File: src/binary_heap_priority_queue_core_assert.svh
// Assertion macros for the heap priority queue core.
// Used by the controller; needs nothing else.
`ifndef BINARY_HEAP_PRIORITY_QUEUE_CORE_ASSERT_SVH
`define BINARY_HEAP_PRIORITY_QUEUE_CORE_ASSERT_SVH

// same-cycle implication
`define BHPQ_ASSERT_IMP(label, clock, resetn, ante, cons) \
    label: assert property (@(posedge clock) disable iff (!resetn) (ante) |-> (cons)) \
        else $error("bhpq assertion failed");

// next-cycle implication
`define BHPQ_ASSERT_NEXT(label, clock, resetn, ante, cons) \
    label: assert property (@(posedge clock) disable iff (!resetn) (ante) |=> (cons)) \
        else $error("bhpq assertion failed");

`endif

File: src/bhpq_pkg.sv
// Shared types, constants and helpers of the heap priority queue core.
// No dependencies.
`default_nettype none

package bhpq_pkg;

    localparam int CAPACITY   = 64;
    localparam int DATA_WIDTH = 16;
    localparam int CNT_W      = $clog2(CAPACITY + 1);
    localparam int ADDR_W     = $clog2(CAPACITY);

    typedef logic [DATA_WIDTH-1:0] data_t;
    typedef logic [CNT_W-1:0]      pos_t;
    typedef logic [CNT_W:0]        child_t;
    typedef logic [ADDR_W-1:0]     addr_t;
    typedef logic [1:0]            status_t;

    localparam logic OP_INSERT = 1'b0;
    localparam logic OP_REMOVE = 1'b1;

    localparam status_t STATUS_DONE  = 2'd0;
    localparam status_t STATUS_FULL  = 2'd1;
    localparam status_t STATUS_EMPTY = 2'd2;

    typedef struct packed {
        logic  operation;
        data_t data_value;
    } req_word_t;

    typedef struct packed {
        data_t   removed_value;
        status_t status;
        logic    is_empty;
        pos_t    entry_count;
    } rsp_word_t;

    typedef enum logic [2:0] {
        ST_IDLE,
        ST_INS_CMP,
        ST_INS_PUT,
        ST_REM_LOAD,
        ST_DN_FETCH,
        ST_DN_CMP,
        ST_FIN
    } ctl_state_t;

    typedef struct packed {
        logic take;
        logic ins_step;
        logic ins_put;
        logic rem_load;
        logic dn_fetch;
        logic dn_step;
        logic out_load;
    } bhpq_cmd_t;

    typedef struct packed {
        logic op_remove;
        logic full;
        logic empty;
        logic ins_up;
        logic parent_root;
        logic dn_leaf;
        logic dn_move;
    } bhpq_sts_t;

    function automatic logic outranks(input logic mode, input data_t a, input data_t b);
        return mode ? (a > b) : (a < b);
    endfunction

    function automatic addr_t pos_addr(input pos_t p);
        pos_t t;
        t = p - pos_t'(1);
        return t[ADDR_W-1:0];
    endfunction

    function automatic addr_t child_addr(input child_t c);
        child_t t;
        t = c - child_t'(1);
        return t[ADDR_W-1:0];
    endfunction

endpackage

`default_nettype wire

File: src/binary_heap_priority_queue_core.sv
// Insert sifts up with one RAM compare-and-move per level; removal sifts down with a fetch
// and a compare per level; a refused item goes straight to the result.
// Throughput: one item at a time, next item taken the cycle after its result is loaded.
// Reset: asynchronous, clears count, order register and result valid; heap RAM not cleared.
// Top level of the heap priority queue core; depends on bhpq_pkg, bhpq_ctrl, bhpq_datapath.
`default_nettype none

module binary_heap_priority_queue_core
    import bhpq_pkg::*;
(
    input  wire logic      clk,
    input  wire logic      rst_n,
    input  wire logic      cfg_wr_en,
    input  wire logic      cfg_wr_data,
    input  wire logic      req_valid,
    output logic           req_stall,
    input  wire req_word_t req_word,
    output logic           rsp_valid,
    input  wire logic      rsp_stall,
    output rsp_word_t      rsp_word
);

    bhpq_cmd_t cmd;
    bhpq_sts_t sts;

    bhpq_ctrl u_ctrl (
        .clk       (clk),
        .rst_n     (rst_n),
        .req_valid (req_valid),
        .req_stall (req_stall),
        .rsp_valid (rsp_valid),
        .rsp_stall (rsp_stall),
        .sts       (sts),
        .cmd       (cmd)
    );

    bhpq_datapath u_datapath (
        .clk         (clk),
        .rst_n       (rst_n),
        .cfg_wr_en   (cfg_wr_en),
        .cfg_wr_data (cfg_wr_data),
        .req_word    (req_word),
        .cmd         (cmd),
        .sts         (sts),
        .rsp_word    (rsp_word)
    );

endmodule

`default_nettype wire

File: src/bhpq_ram.sv
// Generic RAM: one write port, two registered read ports.
// No dependencies.
`default_nettype none

module bhpq_ram #(
    parameter int WIDTH = 16,
    parameter int DEPTH = 64
) (
    input  wire logic                     clk,
    input  wire logic                     wr_en,
    input  wire logic [$clog2(DEPTH)-1:0] wr_addr,
    input  wire logic [WIDTH-1:0]         wr_data,
    input  wire logic [$clog2(DEPTH)-1:0] rd_addr_a,
    output logic      [WIDTH-1:0]         rd_data_a,
    input  wire logic [$clog2(DEPTH)-1:0] rd_addr_b,
    output logic      [WIDTH-1:0]         rd_data_b
);

    logic [WIDTH-1:0] mem [DEPTH];

    always_ff @(posedge clk)
    begin
        if (wr_en)
        begin
            mem[wr_addr] <= wr_data;
        end
        rd_data_a <= mem[rd_addr_a];
        rd_data_b <= mem[rd_addr_b];
    end

endmodule

`default_nettype wire

File: src/bhpq_datapath.sv
// Datapath: heap store, count, order register, sift position and result word.
// Depends on bhpq_pkg and bhpq_ram.
`default_nettype none

module bhpq_datapath
    import bhpq_pkg::*;
(
    input  wire logic      clk,
    input  wire logic      rst_n,
    input  wire logic      cfg_wr_en,
    input  wire logic      cfg_wr_data,
    input  wire req_word_t req_word,
    input  wire bhpq_cmd_t cmd,
    output bhpq_sts_t      sts,
    output rsp_word_t      rsp_word
);

    pos_t      pos_reg,    pos_next;
    data_t     val_reg,    val_next;
    data_t     top_reg,    top_next;
    status_t   status_reg, status_next;
    pos_t      count_reg,  count_next;
    logic      order_reg;
    rsp_word_t rsp_reg,    rsp_next;

    logic  wr_en;
    addr_t wr_addr;
    data_t wr_data;
    addr_t rd_addr_a;
    addr_t rd_addr_b;
    data_t rd_data_a;
    data_t rd_data_b;

    pos_t   ins_pos;
    child_t left;
    child_t right;
    child_t count_ext;
    logic   right_ok;
    logic   pick_right;
    data_t  pick_val;
    pos_t   pick_pos;

    bhpq_ram #(
        .WIDTH (DATA_WIDTH),
        .DEPTH (CAPACITY)
    ) u_ram (
        .clk       (clk),
        .wr_en     (wr_en),
        .wr_addr   (wr_addr),
        .wr_data   (wr_data),
        .rd_addr_a (rd_addr_a),
        .rd_data_a (rd_data_a),
        .rd_addr_b (rd_addr_b),
        .rd_data_b (rd_data_b)
    );

    assign ins_pos    = count_reg + pos_t'(1);
    assign left       = {pos_reg, 1'b0};
    assign right      = left | child_t'(1);
    assign count_ext  = {1'b0, count_reg};
    assign right_ok   = right <= count_ext;
    assign pick_right = right_ok && outranks(order_reg, rd_data_b, rd_data_a);
    assign pick_val   = pick_right ? rd_data_b : rd_data_a;
    assign pick_pos   = pick_right ? right[CNT_W-1:0] : left[CNT_W-1:0];

    always_comb
    begin
        sts.op_remove   = req_word.operation == OP_REMOVE;
        sts.full        = count_reg == pos_t'(CAPACITY);
        sts.empty       = count_reg == '0;
        sts.ins_up      = outranks(order_reg, val_reg, rd_data_a);
        sts.parent_root = (pos_reg >> 1) == pos_t'(1);
        sts.dn_leaf     = left > count_ext;
        sts.dn_move     = outranks(order_reg, pick_val, val_reg);
    end

    always_comb
    begin
        pos_next    = pos_reg;
        val_next    = val_reg;
        top_next    = top_reg;
        status_next = status_reg;
        count_next  = count_reg;
        rsp_next    = rsp_reg;
        wr_en       = 1'b0;
        wr_addr     = pos_addr(pos_reg);
        wr_data     = val_reg;
        rd_addr_a   = pos_addr(pos_reg);
        rd_addr_b   = pos_addr(count_reg);

        if (cmd.take)
        begin
            pos_next = ins_pos;
            val_next = req_word.data_value;
            top_next = '0;
            if (req_word.operation == OP_INSERT)
            begin
                status_next = sts.full ? STATUS_FULL : STATUS_DONE;
                rd_addr_a   = pos_addr(ins_pos >> 1);
            end
            else
            begin
                status_next = sts.empty ? STATUS_EMPTY : STATUS_DONE;
                rd_addr_a   = pos_addr(pos_t'(1));
            end
        end

        if (cmd.ins_step)
        begin
            wr_en = 1'b1;
            if (sts.ins_up)
            begin
                wr_data   = rd_data_a;
                pos_next  = pos_reg >> 1;
                rd_addr_a = pos_addr(pos_reg >> 2);
            end
            else
            begin
                count_next = ins_pos;
            end
        end

        if (cmd.ins_put)
        begin
            wr_en      = 1'b1;
            count_next = ins_pos;
        end

        if (cmd.rem_load)
        begin
            top_next   = rd_data_a;
            val_next   = rd_data_b;
            count_next = count_reg - pos_t'(1);
            pos_next   = pos_t'(1);
        end

        if (cmd.dn_fetch)
        begin
            rd_addr_a = child_addr(left);
            rd_addr_b = child_addr(right);
            wr_en     = sts.dn_leaf && !sts.empty;
        end

        if (cmd.dn_step)
        begin
            wr_en = 1'b1;
            if (sts.dn_move)
            begin
                wr_data  = pick_val;
                pos_next = pick_pos;
            end
        end

        if (cmd.out_load)
        begin
            rsp_next.removed_value = top_reg;
            rsp_next.status        = status_reg;
            rsp_next.is_empty      = sts.empty;
            rsp_next.entry_count   = count_reg;
        end
    end

    always_ff @(posedge clk or negedge rst_n)
    begin
        if (!rst_n)
        begin
            count_reg <= '0;
            order_reg <= 1'b0;
        end
        else
        begin
            count_reg <= count_next;
            if (cfg_wr_en)
            begin
                order_reg <= cfg_wr_data;
            end
        end
    end

    always_ff @(posedge clk)
    begin
        pos_reg    <= pos_next;
        val_reg    <= val_next;
        top_reg    <= top_next;
        status_reg <= status_next;
        rsp_reg    <= rsp_next;
    end

    assign rsp_word = rsp_reg;

endmodule

`default_nettype wire

File: src/bhpq_ctrl.sv
// Controller: sequences insert sift-up, removal sift-down and result hand-off.
// Depends on bhpq_pkg and the assertion macro header.
`default_nettype none
`include "binary_heap_priority_queue_core_assert.svh"

module bhpq_ctrl
    import bhpq_pkg::*;
(
    input  wire logic      clk,
    input  wire logic      rst_n,
    input  wire logic      req_valid,
    output logic           req_stall,
    output logic           rsp_valid,
    input  wire logic      rsp_stall,
    input  wire bhpq_sts_t sts,
    output bhpq_cmd_t      cmd
);

    ctl_state_t state_reg, state_next;
    logic       out_valid_reg, out_valid_next;

    always_ff @(posedge clk or negedge rst_n)
    begin
        if (!rst_n)
        begin
            state_reg     <= ST_IDLE;
            out_valid_reg <= 1'b0;
        end
        else
        begin
            state_reg     <= state_next;
            out_valid_reg <= out_valid_next;
        end
    end

    always_comb
    begin
        state_next     = state_reg;
        cmd            = '0;
        out_valid_next = out_valid_reg && rsp_stall;

        case (state_reg)
            ST_IDLE:
            begin
                if (req_valid)
                begin
                    cmd.take = 1'b1;
                    if (!sts.op_remove)
                    begin
                        if (sts.full)
                        begin
                            state_next = ST_FIN;
                        end
                        else if (sts.empty)
                        begin
                            state_next = ST_INS_PUT;
                        end
                        else
                        begin
                            state_next = ST_INS_CMP;
                        end
                    end
                    else
                    begin
                        state_next = sts.empty ? ST_FIN : ST_REM_LOAD;
                    end
                end
            end
            ST_INS_CMP:
            begin
                cmd.ins_step = 1'b1;
                if (!sts.ins_up)
                begin
                    state_next = ST_FIN;
                end
                else if (sts.parent_root)
                begin
                    state_next = ST_INS_PUT;
                end
            end
            ST_INS_PUT:
            begin
                cmd.ins_put = 1'b1;
                state_next  = ST_FIN;
            end
            ST_REM_LOAD:
            begin
                cmd.rem_load = 1'b1;
                state_next   = ST_DN_FETCH;
            end
            ST_DN_FETCH:
            begin
                cmd.dn_fetch = 1'b1;
                state_next   = sts.dn_leaf ? ST_FIN : ST_DN_CMP;
            end
            ST_DN_CMP:
            begin
                cmd.dn_step = 1'b1;
                state_next  = sts.dn_move ? ST_DN_FETCH : ST_FIN;
            end
            ST_FIN:
            begin
                if (!out_valid_reg || !rsp_stall)
                begin
                    cmd.out_load   = 1'b1;
                    out_valid_next = 1'b1;
                    state_next     = ST_IDLE;
                end
            end
            default:
            begin
                state_next = ST_IDLE;
            end
        endcase
    end

    assign req_stall = state_reg != ST_IDLE;
    assign rsp_valid = out_valid_reg;

    `BHPQ_ASSERT_IMP(a_cmd_single, clk, rst_n, 1'b1, $onehot0(cmd))
    `BHPQ_ASSERT_IMP(a_no_overwrite, clk, rst_n, cmd.out_load, !out_valid_reg || !rsp_stall)
    `BHPQ_ASSERT_IMP(a_rsp_from_fin, clk, rst_n, $rose(out_valid_reg), $past(state_reg) == ST_FIN)
    `BHPQ_ASSERT_NEXT(a_take_leaves_idle, clk, rst_n, cmd.take, state_reg != ST_IDLE)

endmodule

`default_nettype wire
File: config.mk
export PLATFORM = sky130hd
export DESIGN_NAME = binary_heap_priority_queue_core
export DESIGN_NICKNAME = d
export VERILOG_FILES = /design/src/bhpq_pkg.sv /design/src/binary_heap_priority_queue_core.sv /design/src/bhpq_ram.sv /design/src/bhpq_datapath.sv /design/src/bhpq_ctrl.sv
export VERILOG_INCLUDE_DIRS = /design/src /design/src/src
export SDC_FILE = /design/constraint.sdc
export NUM_CORES = 2
export LEC_CHECK = 0
export BUFFER_PORTS_ARGS = -buffer_cell sky130_fd_sc_hd__buf_2
export CORE_MARGIN = 8
export CORE_UTILIZATION = 45
export CTS_BUF_LIST = sky130_fd_sc_hd__clkbuf_8
export DETAILED_ROUTE_END_ITERATION = 8
export SLEW_MARGIN = 20
export SYNTH_ARGS = -nofsm -noshare
export SYNTH_HDL_FRONTEND = slang
export SYNTH_SLANG_ARGS = --single-unit
export TNS_END_PERCENT = 20
File: constraint.sdc
create_clock -name clk -period 10.75 [get_ports clk]
set_input_delay 0.5375 -clock clk [delete_from_list [all_inputs] [get_ports clk]]
set_output_delay 0.5375 -clock clk [all_outputs]
set_load 0.01 [all_outputs]
==> reports/qor.csv <==
stage;metric;value;unit
run_status;status;finished, final reports clean;
drt;routed wire length per instance;30.0;um
timing;Slew @ Worst Pin;1.13;ns
timing;RSZ-0062 raised after global routing;false;
synth;Adder-Cell Fraction of Synth Area;1.37;%
global_route;global-route wire length before repair;256000;um
clock_tree;post-cts resize count;0;
worst_setup_path;worst path bufs/invs;4;
timing;min Tclk post-route;6.68;ns
die;Starting Density;45.1;%
finish;Fillers;10400;
global_route;gr ovfl total;0;
timing;Final Cycle Share;62.2;%
timing;max-slew violations;0;
timing;achievable frequency;150;MHz
clock_tree;CTS max path bufs;3;
worst_setup_path;CP max FO;33;
synth;ys flop type;edfxtp_1;
worst_setup_path;arrival time at the worst endpoint;7.34;ns
worst_setup_path;Setup crit start kind;flop;
clock_tree;CTS tree;yes;
drt;# DRC;0;
global_route;vias in the first global route;36500;
synth;Synth Register Bits;1135;
timing;Setup TNS;0;ns
worst_hold_path;hold crit path type;in -> reg;
synth;post-synthesis instance area;54700;um2
synth;main combinational cell family by area after synthesis;multiplexers;
finish;P&R area growth vs syn;10.9;%
clock_tree;clk root buf;clkbuf_8;
finish;fin area;60700;um2
synth;Post-Synth Simple-Gate Area;7.61;%
global_route;GRT Total Usage;26.2;%
place;Post-Place Cell Area;57000;um2
worst_setup_path;CP top delay family;compound AO/OA/AOI/OAI gates;
clock_tree;H-tree levels;4;
clock_tree;Clock Latency Late Sink;0.91;ns
finish;Largest register FFs;1024;
synth;post-synthesis mux area share;13.4;%
drt;DR vias/cell;6.52;
synth;Compound-Gate Fraction of Synth Area;12.8;%
place;HPWL Detailed;107000;um
die;FP Rows;128;
die;# IOs;51;
worst_setup_path;crit end category;flop;
job;MaxCap Viol Count;0;
drt;DR pass1 iterations;6;
worst_setup_path;Crit path top cell by count;o21a_1;
clock_tree;clock buffer count from CTS;185;
timing;Final Setup Violations;0;
die;Die Area;133000;um2
finish;Layout Nets;4266;
die;Die X;365;um
die;Die H;365;um
place;Port Buf Inserts;50;
synth;Seq/Total Area, Yosys;61.5;%
clock_tree;Worst-path clk slew;0.07;ns
synth;syn nets;4209;
timing;Post-Route Skew;0.0496;ns
timing;Slew HR;24.8;%
finish;Most flops, register;u_datapath.u_ram.mem;
worst_setup_path;Required @ worst endpoint;11.41;ns
synth;Yosys warnings;0;
worst_setup_path;WS Path Type;reg -> reg;
synth;Post-Synth XOR/XNOR Area;0.448;%
synth;post-synthesis area per instance;13.3;um2
die;Core Region;121000;um2
clock_tree;hold buffers post-CTS;23;
synth;Post-Syn Instances;4126;
worst_setup_path;Critical Path Max Stage Delay;0.80;ns
place;gp weighted congestion;0.917;
drt;Post-Route WL;179000;um
clock_tree;CTS sink cnt;1135;
synth;Cell variety after synth;67;
global_route;pin count of the biggest net entering global routing;172;
finish;share of cells above drive strength 1;18.3;%
worst_setup_path;Worst path slowest cell;mux2_2;
timing;Hold Vio Cnt, Final;0;
drt;via count;38800;
drt;drt first-iter violations;5186;
clock_tree;post-CTS setup buffers;0;
synth;Post-synth ARST share;1.06;%
drt;post-route ant nets;0;
synth;number of synthesized flops with an enable pin;1084;
global_route;initial antenna violation count;12;
[through the flow]
step / cells / utilization (%) / hold WS, ns / setup slack, ns
floorplan: 4126 / - / 0.242 / 3.14
global placement: 5598 / 47.0 / 0.401 / 4.06
detailed placement: 5598 / 47.0 / 0.405 / 4.13
CTS: 5954 / 50.0 / 0.321 / 4.05
global route: 5957 / 50.0 / 0.401 / 3.56
finish: 5963 / 50.1 / 0.416 / 4.07
[logic make-up after synthesis]
family,count (synthesis)
and+or+nand+nor,996
buffers and inverters,385
muxes,408
DFF,1135
AOI/OAI and AO/OA,1114
xor gates and xnor gates,28
adders and majority gates,60
[per-layer routing]
layer  up-vias  share of wire (%)  global-route usage (%)
met3       406                 11                    6.40
li1      16400                  -                       -
met5         -              0.011                       0
met2      2539                 45                    39.3
met1     19600                 39                    35.7
met4         2                5.5                    13.2
[worst paths after layout]
| path | start | depth (start not counted) | endpoint | slack, ns |
|---|---|---|---|---|
| max | u_datapath.u_ram.rd_data_a[9] | 25 | u_datapath.u_ram.mem[40][5] | 4.07 |
| min | cfg_wr_en | 3 | u_datapath.order_reg | 0.42 |
| max reg2reg | u_datapath.u_ram.rd_data_a[9] | 25 | u_datapath.u_ram.mem[40][5] | 4.07 |
| min reg2reg | u_datapath.top_reg[0] | 0 | u_datapath.rsp_word[10] | 0.42 |
| max in group asynchronous | rst_n | 3 | u_datapath.count_reg[3] | 9.65 |
| min in group asynchronous | rst_n | 3 | u_ctrl.state_reg[1] | 0.71 |
[Yosys cell counts (all sizes together) (9+ instances only)]
library cell / count / area share, %
a211oi: 84 / 1.2
a21oi: 565 / 5.2
and2: 21 / 0.24
a22oi: 9 / 0.12
inv: 47 / 0.32
dfxtp: 39 / 1.4
o22ai: 35 / 0.40
clkbuf: 216 / 1.5
mux2i: 114 / 2.1
nand2: 648 / 4.4
nand3: 24 / 0.22
dfrtp: 12 / 0.55
a311oi: 16 / 0.26
mux2: 38 / 0.78
mux4: 256 / 11
edfxtp: 1084 / 59
nand4: 13 / 0.15
o21a: 10 / 0.14
ha: 60 / 1.4
or4: 16 / 0.22
nor2: 175 / 1.2
a32oi: 27 / 0.43
o211ai: 9 / 0.12
buf: 120 / 1.0
a221oi: 221 / 3.5
nor3: 14 / 0.13
o21ai: 98 / 0.90
nor2b: 58 / 0.66
xnor2: 24 / 0.38
[cell type report]
cell class	instances	area, um2	area share, %
repair buffers	206	1600	2.64
well taps	1625	2030	3.35
clock buffers	190	2620	4.31
inverters	49	189	0.311
flip-flops and latches	1135	33600	55.4
clock inverters	143	806	1.33
multi-input cells	2606	19800	32.6
diodes	9	22.5	0.0371
[worst min-delay path, stage by stage]
cell and delay, ns:
buf_2 0.08, mux2_2 0.13, dlygate4sd3_1 0.54
[layout by cell type, fill, tap and decap left out, drive strengths merged, types with 21 or more instances in the layout]
cell	count
xnor2	24
clkbuf	190
a211oi	84
edfxtp	1084
nor2	175
dlygate4sd3	23
a21oi	565
buf	183
and2	21
o21ai	98
mux2i	114
o22ai	35
mux4	256
nand2	648
a32oi	27
nor2b	58
nand3	24
clkinv	68
dfxtp	39
ha	60
a221oi	221
mux2	38
inv	109
Power is left out: the tool's default activity adds up to more than one toggle a clock period on the data nets, which glitch-free logic cannot reach.
